$ cat src/pickup_delivery_route_search_defines.svh
// Assertion macros shared by the route search RTL.
// Depends on nothing; each user must have clk and rst in scope.
`ifndef PICKUP_DELIVERY_ROUTE_SEARCH_DEFINES_SVH
`define PICKUP_DELIVERY_ROUTE_SEARCH_DEFINES_SVH

// Checked property, ignored while reset is high.
`define PDRS_ASSERT(lbl, prop, msg) \
  lbl: assert property (@(posedge clk) disable iff (rst) prop) else $error(msg);

// Checked property that also holds through reset.
`define PDRS_ASSERT_ALWAYS(lbl, prop, msg) \
  lbl: assert property (@(posedge clk) prop) else $error(msg);

`endif

$ cat src/pdrs_pkg.sv
// Shared constants and types for the pickup/delivery route search block.
// Depends on nothing; used by every module of the block but pdrs_ram.
`default_nettype none
package pdrs_pkg;

  localparam int PT_W        = 5;
  localparam int COST_W      = 16;
  localparam int DIST_W      = 21;
  localparam int ACC_W       = 22;
  localparam int MIN_W       = 20;
  localparam int PROD_W      = MIN_W + PT_W;
  localparam int NPASS_W     = 4;
  localparam int ADDR_W      = 2 * PT_W;
  localparam int TABLE_DEPTH = 1 << ADDR_W;
  localparam int STACK_DEPTH = 1 << PT_W;

  localparam logic [NPASS_W-1:0] MAX_PASSENGERS = 4'd15;
  localparam logic [NPASS_W-1:0] RESET_NPASS    = 4'd1;
  localparam logic [MIN_W-1:0]   NO_MIN_COST    = 20'd1000000;
  localparam logic [DIST_W-1:0]  RESET_BOUND    = 21'd100000;

  // Configuration register indexes.
  localparam logic CFG_NUM_PASSENGERS = 1'b0;
  localparam logic CFG_INITIAL_BOUND  = 1'b1;

  // Input command codes.
  localparam logic CMD_LOAD = 1'b0;
  localparam logic CMD_RUN  = 1'b1;

  // Datapath operations issued by the controller.
  typedef enum logic [3:0] {
    OP_NONE,
    OP_INIT,
    OP_SCAN,
    OP_NEXT_CAND,
    OP_READ_EDGE,
    OP_TAKE,
    OP_RET_UNDO,
    OP_MUL,
    OP_PUSH,
    OP_UNDO_NEXT,
    OP_POP
  } dp_op_t;

  typedef struct packed {
    dp_op_t op;
  } dp_cmd_t;

  typedef struct packed {
    logic scan_done;
    logic last_zero;
    logic pt_over;
    logic fast_ok;
    logic edge_zero;
    logic at_last;
    logic depth_one;
    logic bound_ok;
  } dp_status_t;

endpackage
`default_nettype wire

$ cat src/pdrs_ctrl.sv
// Controller state machine of the route search: sequences scan and search.
// Depends on pdrs_pkg; drives pdrs_datapath through dp_cmd_t.
`default_nettype none
`include "pickup_delivery_route_search_defines.svh"
module pdrs_ctrl import pdrs_pkg::*; (
  input  wire logic       clk,
  input  wire logic       rst,
  input  wire logic       run_go,
  input  wire dp_status_t status,
  output dp_cmd_t         cmd,
  output logic            busy,
  output logic            done
);

  typedef enum logic [9:0] {
    S_IDLE  = 10'b00_0000_0001,
    S_SCAN  = 10'b00_0000_0010,
    S_DRAIN = 10'b00_0000_0100,
    S_CHECK = 10'b00_0000_1000,
    S_EDGE  = 10'b00_0001_0000,
    S_RET   = 10'b00_0010_0000,
    S_MUL   = 10'b00_0100_0000,
    S_CMP   = 10'b00_1000_0000,
    S_POP   = 10'b01_0000_0000,
    S_DONE  = 10'b10_0000_0000
  } state_t;

  state_t state;
  state_t state_next;

  // Next state and datapath operation.
  always_comb begin
    state_next = state;
    cmd.op     = OP_NONE;
    case (state)
      S_IDLE: begin
        if (run_go) begin
          cmd.op     = OP_INIT;
          state_next = S_SCAN;
        end
      end
      S_SCAN: begin
        cmd.op = OP_SCAN;
        if (status.scan_done) state_next = S_DRAIN;
      end
      S_DRAIN: state_next = status.last_zero ? S_DONE : S_CHECK;
      S_CHECK: begin
        if (status.pt_over) begin
          cmd.op     = OP_POP;
          state_next = status.depth_one ? S_DONE : S_POP;
        end else if (!status.fast_ok) begin
          cmd.op = OP_NEXT_CAND;
        end else begin
          cmd.op     = OP_READ_EDGE;
          state_next = S_EDGE;
        end
      end
      S_EDGE: begin
        if (status.edge_zero) begin
          cmd.op     = OP_NEXT_CAND;
          state_next = S_CHECK;
        end else begin
          cmd.op     = OP_TAKE;
          state_next = status.at_last ? S_RET : S_MUL;
        end
      end
      S_RET: begin
        cmd.op     = OP_RET_UNDO;
        state_next = S_CHECK;
      end
      S_MUL: begin
        cmd.op     = OP_MUL;
        state_next = S_CMP;
      end
      S_CMP: begin
        cmd.op     = status.bound_ok ? OP_PUSH : OP_UNDO_NEXT;
        state_next = S_CHECK;
      end
      S_POP: begin
        cmd.op     = OP_UNDO_NEXT;
        state_next = S_CHECK;
      end
      S_DONE:  state_next = S_IDLE;
      default: state_next = S_IDLE;
    endcase
  end

  // State register.
  always_ff @(posedge clk) begin
    if (rst) begin
      state <= S_IDLE;
    end else begin
      state <= state_next;
    end
  end

  assign busy = (state != S_IDLE);
  assign done = (state == S_DONE);

  `PDRS_ASSERT(a_run_sets_busy, (run_go && !busy) |=> busy, "run did not start")
  `PDRS_ASSERT(a_done_then_idle, done |=> !busy, "done not followed by idle")
  `PDRS_ASSERT_ALWAYS(a_reset_idle, rst |=> !busy, "not idle after reset")

endmodule
`default_nettype wire

$ cat config.mk
export PLATFORM = sky130hd
export DESIGN_NAME = pdrs_ctrl
export DESIGN_NICKNAME = d
export VERILOG_FILES = /design/src/pdrs_pkg.sv /design/src/pdrs_ctrl.sv
export VERILOG_INCLUDE_DIRS = /design/src /design/src/src
export SDC_FILE = /design/constraint.sdc
export NUM_CORES = 1
export LEC_CHECK = 0
export ABC_AREA = 1
export BUFFER_PORTS_ARGS = -buffer_cell sky130_fd_sc_hd__buf_4
export CAP_MARGIN = 30
export CORE_MARGIN = 2
export CORE_UTILIZATION = 31
export DETAILED_ROUTE_END_ITERATION = 6
export SLEW_MARGIN = 20
export SYNTH_ARGS = -nofsm -noshare
export SYNTH_HDL_FRONTEND = slang
export SYNTH_SLANG_ARGS = --single-unit
$ cat constraint.sdc
create_clock -name clk -period 1.9 [get_ports clk]
set_clock_uncertainty 0.2 [all_clocks]
set_input_delay 0.475 -clock clk [delete_from_list [all_inputs] [get_ports clk]]
set_output_delay 0.475 -clock clk [all_outputs]
set_load 0.05 [all_outputs]
== Word level (Yosys, flattened, before mapping) ==
Cells that the tools add are included.

* Mux-type cells: 15
* Eq/ne operators: 14
* Reductions and logical operators: 2

{| class="wikitable"
|+ Operators with widths
! cell !! count
|-
| one-hot mux 10 bit (7 select lines) || 1
|-
| two-way mux 10 bit || 6
|-
| one-hot mux 4 bit (8 select lines) || 1
|-
| two-way mux 7 bit || 2
|-
| == test 10 x 1 -> 1 bit (second input constant) || 1
|-
| == test 10 bit (second input constant) || 1
|-
| == test 10 x 2 -> 1 bit (second input constant) || 1
|-
| == test 10 x 3 -> 1 bit (second input constant) || 1
|-
| == test 10 x 4 -> 1 bit (second input constant) || 1
|-
| == test 10 x 5 -> 1 bit (second input constant) || 1
|-
| == test 10 x 6 -> 1 bit (second input constant) || 1
|-
| == test 10 x 7 -> 1 bit (second input constant) || 1
|-
| == test 10 x 8 -> 1 bit (second input constant) || 1
|-
| == test 10 x 9 -> 1 bit (second input constant) || 1
|-
| inequality test 10 x 1 -> 1 bit (second input constant) || 1
|-
| two-way mux 3 bit || 2
|-
| two-way mux 4 bit || 1
|-
| inequality test 2 bit (second input constant) || 2
|-
| inequality test 3 bit (second input constant) || 1
|-
| AND reduction 3 bit || 1
|-
| OR reduction 3 bit || 1
|-
| two-way mux 1 bit || 2
|}

* Output and inout bits: 6
* Bits of input ports: 11
* Bits in registers: 10
* Word-level logic and storage cells: 32

== Logic depth before layout (Yosys ltp) ==
Gate-level depths: netlist (run 1).

* Depth after elaboration: 3
* Mapped depth: 9
* Gate-level depth less buffers: 9

== Least setup slack after synthesis (run 1) ==
OpenSTA, ideal clock, no wires.

* Path type: register to output
* From: register state[9]
* To: output port cmd[0] in the netlist's numbering
* Arrival: 1,750 ps
* Path buffers: 0
* Stages on the path, launching flop included: 8
* Setup slack: -525 ps
* Required time: 1,225 ps
* Cell sequence: dfxtp_1 -> nor2_4 -> nand2_1 -> nor2_4 -> nand2_1 -> o21ai_1 -> nor2_1 -> nand3b_1

{| class="wikitable"
|+ RTL lines
! element !! line !! source
|-
| from (decl) || pdrs_ctrl.sv:28 || <nowiki>state_t state;</nowiki>
|-
| from (signal assigned) || pdrs_ctrl.sv:93 || <nowiki>state <= state_next;</nowiki>
|-
| to (decl) || pdrs_ctrl.sv:10 || <nowiki>output dp_cmd_t cmd,</nowiki>
|}

==> metrics.csv, run 1 <==
stage;metric;value;unit
worst_hold_path;min_to;state[6];
place;pre_cts_ws;-0.106;ns
worst_setup_path;cp-start-kind;register;
die;start_util;33.1;%
place;place_area;1090;um^2
detailed_routing;drtAntennaViolNets;0;
worst_setup_path;worstSetupEndpointType;output port;
worst_hold_path;worst_hold_path_type;input pin to register;
clocking;clk_path_buf_depth;2;
finish;stdcell_area;1390;um^2
finish;fillerInstances;174;
place;place.gp.congestion;0.880;
die;core_area;2210;um^2
clocking;clock_latency;0.28;ns
finish;fin_cells;202;
sta;post-route-period-util;121;%
synth;syn_area_per_cell;6.31;um^2
clocking;numCtsBuffers;3;
die;rows;17;
clocking;clkTransAtPathRegs;0.09;ns
sta;setup_slack;-0.403;ns
clocking;cts_tree;yes;
finish;largest_reg_flops;10;
finish;top_register;state;
worst_setup_path;worst-endpoint-arrival;1.63;ns
synth;ys_warn_count;0;
clocking;cts_hold_buf;0;
detailed_routing;dr_wl_met2;1.56;mm
place;hpwlAfterDp;1.74;mm
synth;synthCells;116;
sta;layout_min_cycle_time;2.30;ns
die;die_area;2770;um^2
detailed_routing;wl_per_cell;14.7;um
clocking;htreeDepth;1;
finish;layout-drive-gt1-share;59.2;%
sta;finalSetupViolCount;6;
power;ir_worst_vdd;0.000584;V
job;cap_viol_max_count;0;
finish;insertedDiodeCount;0;
synth;synth.top_cell.area_share;27.4;%
worst_setup_path;crit_fanout;4;
finish;multiInputGateArea;572;um^2
grt;grt_pass1_wl;4.73;mm
synth;synth_area_leaders;dfxtp_1, nand2_1, nor2_1;
sta;slew_viol_final;0;
worst_setup_path;reg2reg_slack;0.01;ns
worst_setup_path;r2r-end;state[9];
finish;seq_area;210;um^2
worst_hold_path;hold_start;status[2];
synth;synth_nets;127;
power;p_leak;0.739;nW
finish;reg.largest.list;state x10;
worst_setup_path;reg2reg_from;state[9];
detailed_routing;vias;992;
synth;netlist_area;732;um^2
finish;nNetsFinal;186;
place;io_buffers;16;
grt;grt_max_degree;9;
outcome;status;finished with violations;
sta;relSlewSlack;80.4;%
grt;track_usage;24.5;%
outcome;violations;setup timing;
synth;synth-seq-cells;10;
detailed_routing;routed-wl-met3;73;um
detailed_routing;drtIter0Drc;36;
synth;synth_seq_area_share;27.4;%
detailed_routing;viasPerCell;4.91;
clocking;numClockSinks;10;
sta;rsz0062_at_grt;true;
grt;grt_antenna_before_repair;0;
grt;grt_overflow;0;
sta;worst_slew_pin_slew;0.291;ns
worst_setup_path;rr_worst_depth;11;
die;die_w;52.6;um
synth;yosysUniqueCellTypes;25;
place;dp.cells;180;
sta;fmax;434;MHz
sta;hold_viol_final;0;
die;die_height;52.6;um
synth;synth_top_area_cell;dfxtp_1;
detailed_routing;drt-total-wl;2.96;mm
detailed_routing;wl_met1;1.24;mm
detailed_routing;top_layer;met4;
die;io_pins;17;
worst_setup_path;crit_type;register to output port;
clocking;clock-root-buffer;clkbuf_4;
detailed_routing;drc;0;
grt;grt_pass1_vias;1030;
worst_hold_path;whs_path_depth;2;
power;power_density;1070;nW/um^2
finish;area_delta_synth_final;89.7;%
detailed_routing;drt_pass1_iterations;4;
worst_setup_path;required;1.22;ns
[power by group]
part	total [mW]	switching, mW	internal [mW]
logic	1.00	0.540	0.463
clock network	0.214	0.0977	0.117
registers	0.275	0.0309	0.244
total	1.49	0.668	0.824
[worst max path at each step]
stage | startpoint | to | slack, ns | depth (start not counted)
floorplan | state[4] | cmd[0] | -0.21 | 7
global placement | state[4] | cmd[0] | -0.12 | 8
detailed placement | state[4] | cmd[0] | -0.11 | 8
CTS | state[8] | cmd[0] | -0.32 | 8
global route | state[9] | cmd[0] | -0.47 | 8
finish | state[9] | cmd[0] | -0.40 | 8
[cell usage after synthesis (all sizes together)]
cell / number
a21oi: 1
and3: 1
buf: 1
dfxtp: 10
inv: 21
nand2: 25
nand3: 14
nand3b: 1
nand4: 2
nor2: 30
nor3: 3
nor3b: 1
nor4: 1
o2111ai: 1
o21ai: 2
o21bai: 1
or2: 1
[critical path, stage by stage, from the launching register on]
cell and delay [ns]:
dfxtp_2 0.34, nor2_4 0.19, nand2_2 0.11, nor2_4 0.14, nand2_4 0.07, o21ai_2 0.15
nor2_1 0.07, nand3b_1 0.10, buf_6 0.17
[per-layer routing]
metal  GRT usage (%)  vias to the layer above
met5               0                        -
met3            3.71                       10
li1                -                      481
met1            27.6                      476
met2            43.1                       25
met4            14.1                        0
[cells by family (layout without fill, tap and decap cells)]
logic type	Yosys count	count (layout)	share of synthesized area (%)
buf+inv	22	80	11.3
flops	10	10	27.4
compound gates	5	5	4.27
simple gates	79	79	57.1
[layout by cell type, fill, tap and decap left out, types with 3 or more instances in the layout]
| cell | instances |
|---|---|
| buf_6 | 5 |
| nand2_4 | 4 |
| nand2_2 | 5 |
| dfxtp_2 | 8 |
| nor2_1 | 18 |
| nand2_1 | 16 |
| nor2_4 | 10 |
| clkbuf_4 | 3 |
| buf_8 | 3 |
| nand3_1 | 8 |
| buf_4 | 47 |
| nand3_2 | 6 |
| inv_1 | 19 |
[metrics by stage]
stage / hold WS, ns / setup TNS (ns) / power, mW / util, %
after floorplan: 0.317 / -0.223 / 0.758 / -
after global placement: 0.410 / -0.312 / 0.970 / 49.2
after detailed placement: 0.418 / -0.302 / 0.976 / 49.2
after CTS: 0.156 / -1.54 / 1.38 / 60.3
after global routing: 0.153 / -2.30 / 1.57 / 62.8
final: 0.145 / -1.80 / 1.49 / 62.8
[area by class of cell]
| class | count | area share [%] |
|---|---|---|
| tap | 28 | 2.52 |
| clock buffer | 4 | 2.61 |
| inverter | 21 | 5.86 |
| timing repair buffer | 55 | 32.7 |
| sequential | 10 | 15.1 |
| multi-input combinational | 84 | 41.2 |
[what timing repair did]
item / CTS / global route
setup endpoints to repair: 6 / 6
pin swaps: 11 / 10
buffers inserted: 14 / 4
resized for setup: 32 / 8
Note: power is estimated with default switching activity, not from simulation.
==> run 2, diff against run 1 <==
==> constraint.sdc (replaced) <==
create_clock -name clk -period 1.9 [get_ports clk]
set_clock_uncertainty 0.2 [all_clocks]
set_input_delay 0.19 -clock clk [delete_from_list [all_inputs] [get_ports clk]]
set_output_delay 0.19 -clock clk [all_outputs]
set_load 0.05 [all_outputs]
==> run 2 against run 1 <==
The run still ends with setup timing left. Final area down 19%. Cell count down 13%. Highest routed layer unchanged. First-iteration DRC count decreased by 25%.
==> metrics.csv, run 2 (same netlist as run 1, synthesis figures left out) <==
stage;metric;value;unit;change
outcome;status;finished with violations;;unchanged
outcome;violations;setup timing;;unchanged
sta;post-route-period-util;103;%;was 121%
worst_setup_path;crit_chain;nor2_4 -> nand2_2 -> nor2_4 -> nand2_2 -> o21ai_2 -> nor2_1 -> nand3b_1 -> buf_6;;was nor2_4 -> nand2_2 -> nor2_4 -> nand2_4 -> o21ai_2 -> nor2_1 -> nand3b_1 -> buf_6
detailed_routing;drt_pass1_iterations;4;;unchanged
finish;layout_common_cells;buf_4, inv_1, nor2_1;;unchanged
power;ir_worst_vdd;0.000677;V;was 0.000584 V
finish;final_common_cell;buf_4;;unchanged
sta;setup_slack;-0.0636;ns;was -0.403 ns
sta;rsz0062_at_grt;true;;unchanged
clocking;clock_latency;0.28;ns;about the same
grt;grt_overflow;0;;unchanged
die;die_height;52.6;um;unchanged
job;cap_viol_max_count;0;;unchanged
detailed_routing;drtIter0Drc;27;;was 36
finish;area_delta_synth_final;53.2;%;was 89.7%
worst_setup_path;endpoint;cmd[0];;unchanged
die;die_area;2770;um^2;unchanged
worst_setup_path;worst-endpoint-arrival;1.57;ns;was 1.63 ns
detailed_routing;vias;828;;was 992
detailed_routing;drc;0;;unchanged
clocking;cts_tree;yes;;unchanged
sta;slew_viol_final;0;;unchanged
power;p_leak;0.583;nW;was 0.739 nW
finish;seq_area;204;um^2;was 210 um^2
worst_setup_path;path_buf_inv;1;;unchanged
clocking;clock-root-buffer;clkbuf_4;;unchanged
sta;timing.hold.ws;0.0167;ns;was 0.145 ns
finish;layout-drive-gt1-share;44.6;%;was 59.2%
sta;fmax;509;MHz;was 434 MHz
sta;hold_viol_final;0;;unchanged
worst_setup_path;r2r-end;state[1];;was state[9]
finish;fin_cells;176;;was 202
worst_setup_path;cp-start-kind;register;;unchanged
sta;worst_slew_pin_slew;0.291;ns;about the same
worst_setup_path;critPathSlowestCell;dfxtp_2;;unchanged
worst_setup_path;crit_family;simple AND/OR/NAND/NOR gates;;unchanged
finish;fillerInstances;215;;was 174
detailed_routing;viasPerCell;4.70;;was 4.91
finish;fin_util;50.7;%;was 62.8%
grt;grt_pass1_wl;3.26;mm;was 4.73 mm
die;start_util;33.1;%;unchanged
sta;layout_min_cycle_time;1.96;ns;was 2.30 ns
finish;insertedDiodeCount;0;;unchanged
clocking;numCtsBuffers;3;;unchanged
finish;nNetsFinal;160;;was 186
worst_hold_path;whs_path_depth;3;;was 2
worst_hold_path;hold_start;status[5];;was status[2]
finish;reg.largest.list;state x10;;unchanged
worst_setup_path;reg2reg_from;state[9];;unchanged
finish;top_register;state;;unchanged
grt;grt_pass1_vias;775;;was 1030
sta;finalSetupViolCount;3;;was 6
worst_hold_path;worst_hold_path_type;input pin to register;;unchanged
grt;grt_antenna_before_repair;0;;unchanged
die;core_area;2210;um^2;unchanged
clocking;clkTransAtPathRegs;0.08;ns;was 0.09 ns
die;io_pins;17;;unchanged
place;dp.cells;159;;was 180
detailed_routing;drtAntennaViolNets;0;;unchanged
power;power_density;1060;nW/um^2;was 1070 nW/um^2
place;place.gp.congestion;0.876;;was 0.880
worst_setup_path;crit_path_start;state[9];;unchanged
finish;multiInputGateArea;523;um^2;was 572 um^2
worst_setup_path;reg2reg_slack;0.26;ns;was 0.01 ns
sta;setup_tns;-0.153;ns;was -1.80 ns
clocking;htreeDepth;1;;unchanged
worst_setup_path;worstSetupEndpointType;output port;;unchanged
worst_setup_path;crit_type;register to output port;;unchanged
worst_setup_path;cp.depth;8;;unchanged
detailed_routing;wl_per_cell;11.4;um;was 14.7 um
worst_setup_path;required;1.51;ns;was 1.22 ns
grt;grt_max_degree;9;;unchanged
grt;track_usage;16.4;%;was 24.5%
power;power;1.19;mW;was 1.49 mW
clocking;numClockSinks;10;;unchanged
finish;largest_reg_flops;10;;unchanged
sta;relSlewSlack;80.4;%;about the same
clocking;clk_path_buf_depth;2;;unchanged
detailed_routing;drt-total-wl;2.01;mm;was 2.96 mm
place;hpwlAfterDp;1.42;mm;was 1.74 mm
worst_setup_path;crit_fanout;4;;unchanged
place;io_buffers;16;;unchanged
die;rows;17;;unchanged
worst_setup_path;max_stage_delay;0.34;ns;about the same
die;die_w;52.6;um;unchanged
worst_setup_path;rr_worst_depth;9;;was 11
[run 2: cell types whose count changed in the layout (fill, tap and decap cells not counted), sizes merged]
cell and change:
dlygate4sd3 +3, buf -29
[run 2: metrics by stage]
| stage | setup WS [ns] | cell area (um^2) |
|---|---|---|
| global route | -0.132 | 1120 |
| CTS | -0.0313 | 1070 |
| global placement | 0.145 | 896 |
| detailed placement | 0.130 | 896 |
| finish | -0.0636 | 1120 |
| floorplan | -0.0425 | 744 |
[run 2: layout make-up]
class | count | area share [%]
multi-input cells | 84 | 46.7
clock buffers | 4 | 3.24
inverters | 21 | 7.03
repair buffers | 29 | 21.8
well taps | 28 | 3.12
flip-flops and latches | 10 | 18.2
[run 2: how the worst min path moves through the flow]
stage	endpoint	slack (ns)
2_1_floorplan	state[6]	0.06
3_3_place_gp	state[6]	0.16
3_5_place_dp	state[6]	0.16
4_1_cts	state[8]	0.01
5_1_grt	state[8]	0.008
6_report	state[8]	0.02
[run 2: power breakdown]
| group | switching, mW | leakage (nW) | total, mW | internal [mW] |
|---|---|---|---|---|
| sequential | 0.0325 | 0.0827 | 0.274 | 0.241 |
| combinational | 0.442 | 0.480 | 0.719 | 0.277 |
| clock | 0.0781 | 0.0210 | 0.194 | 0.116 |
| total | 0.553 | 0.583 | 1.19 | 0.634 |
[run 2: what timing repair did]
item                                    in CTS  in global routing
gates resized for setup                     15                 10
setup buffers                                8                  2
hold endpoints to repair                     7                  0
hold buffers                                 3                  0
endpoints found under the setup margin       4                  5
pin swaps                                   14                  4
[run 2: worst min-delay path: stages]
cell and delay (ns):
buf_4 0.12, inv_1 0.08, nor4_1 0.07
[run 2: metal layers]
metal  vias up  global-route usage (%)  share of wire (%)
met2        26                    26.5                 48
li1        427                       -                  -
met5         -                       0                  0
met3         9                    3.71                4.3
met4         0                    7.26                2.3
met1       366                    20.6                 45
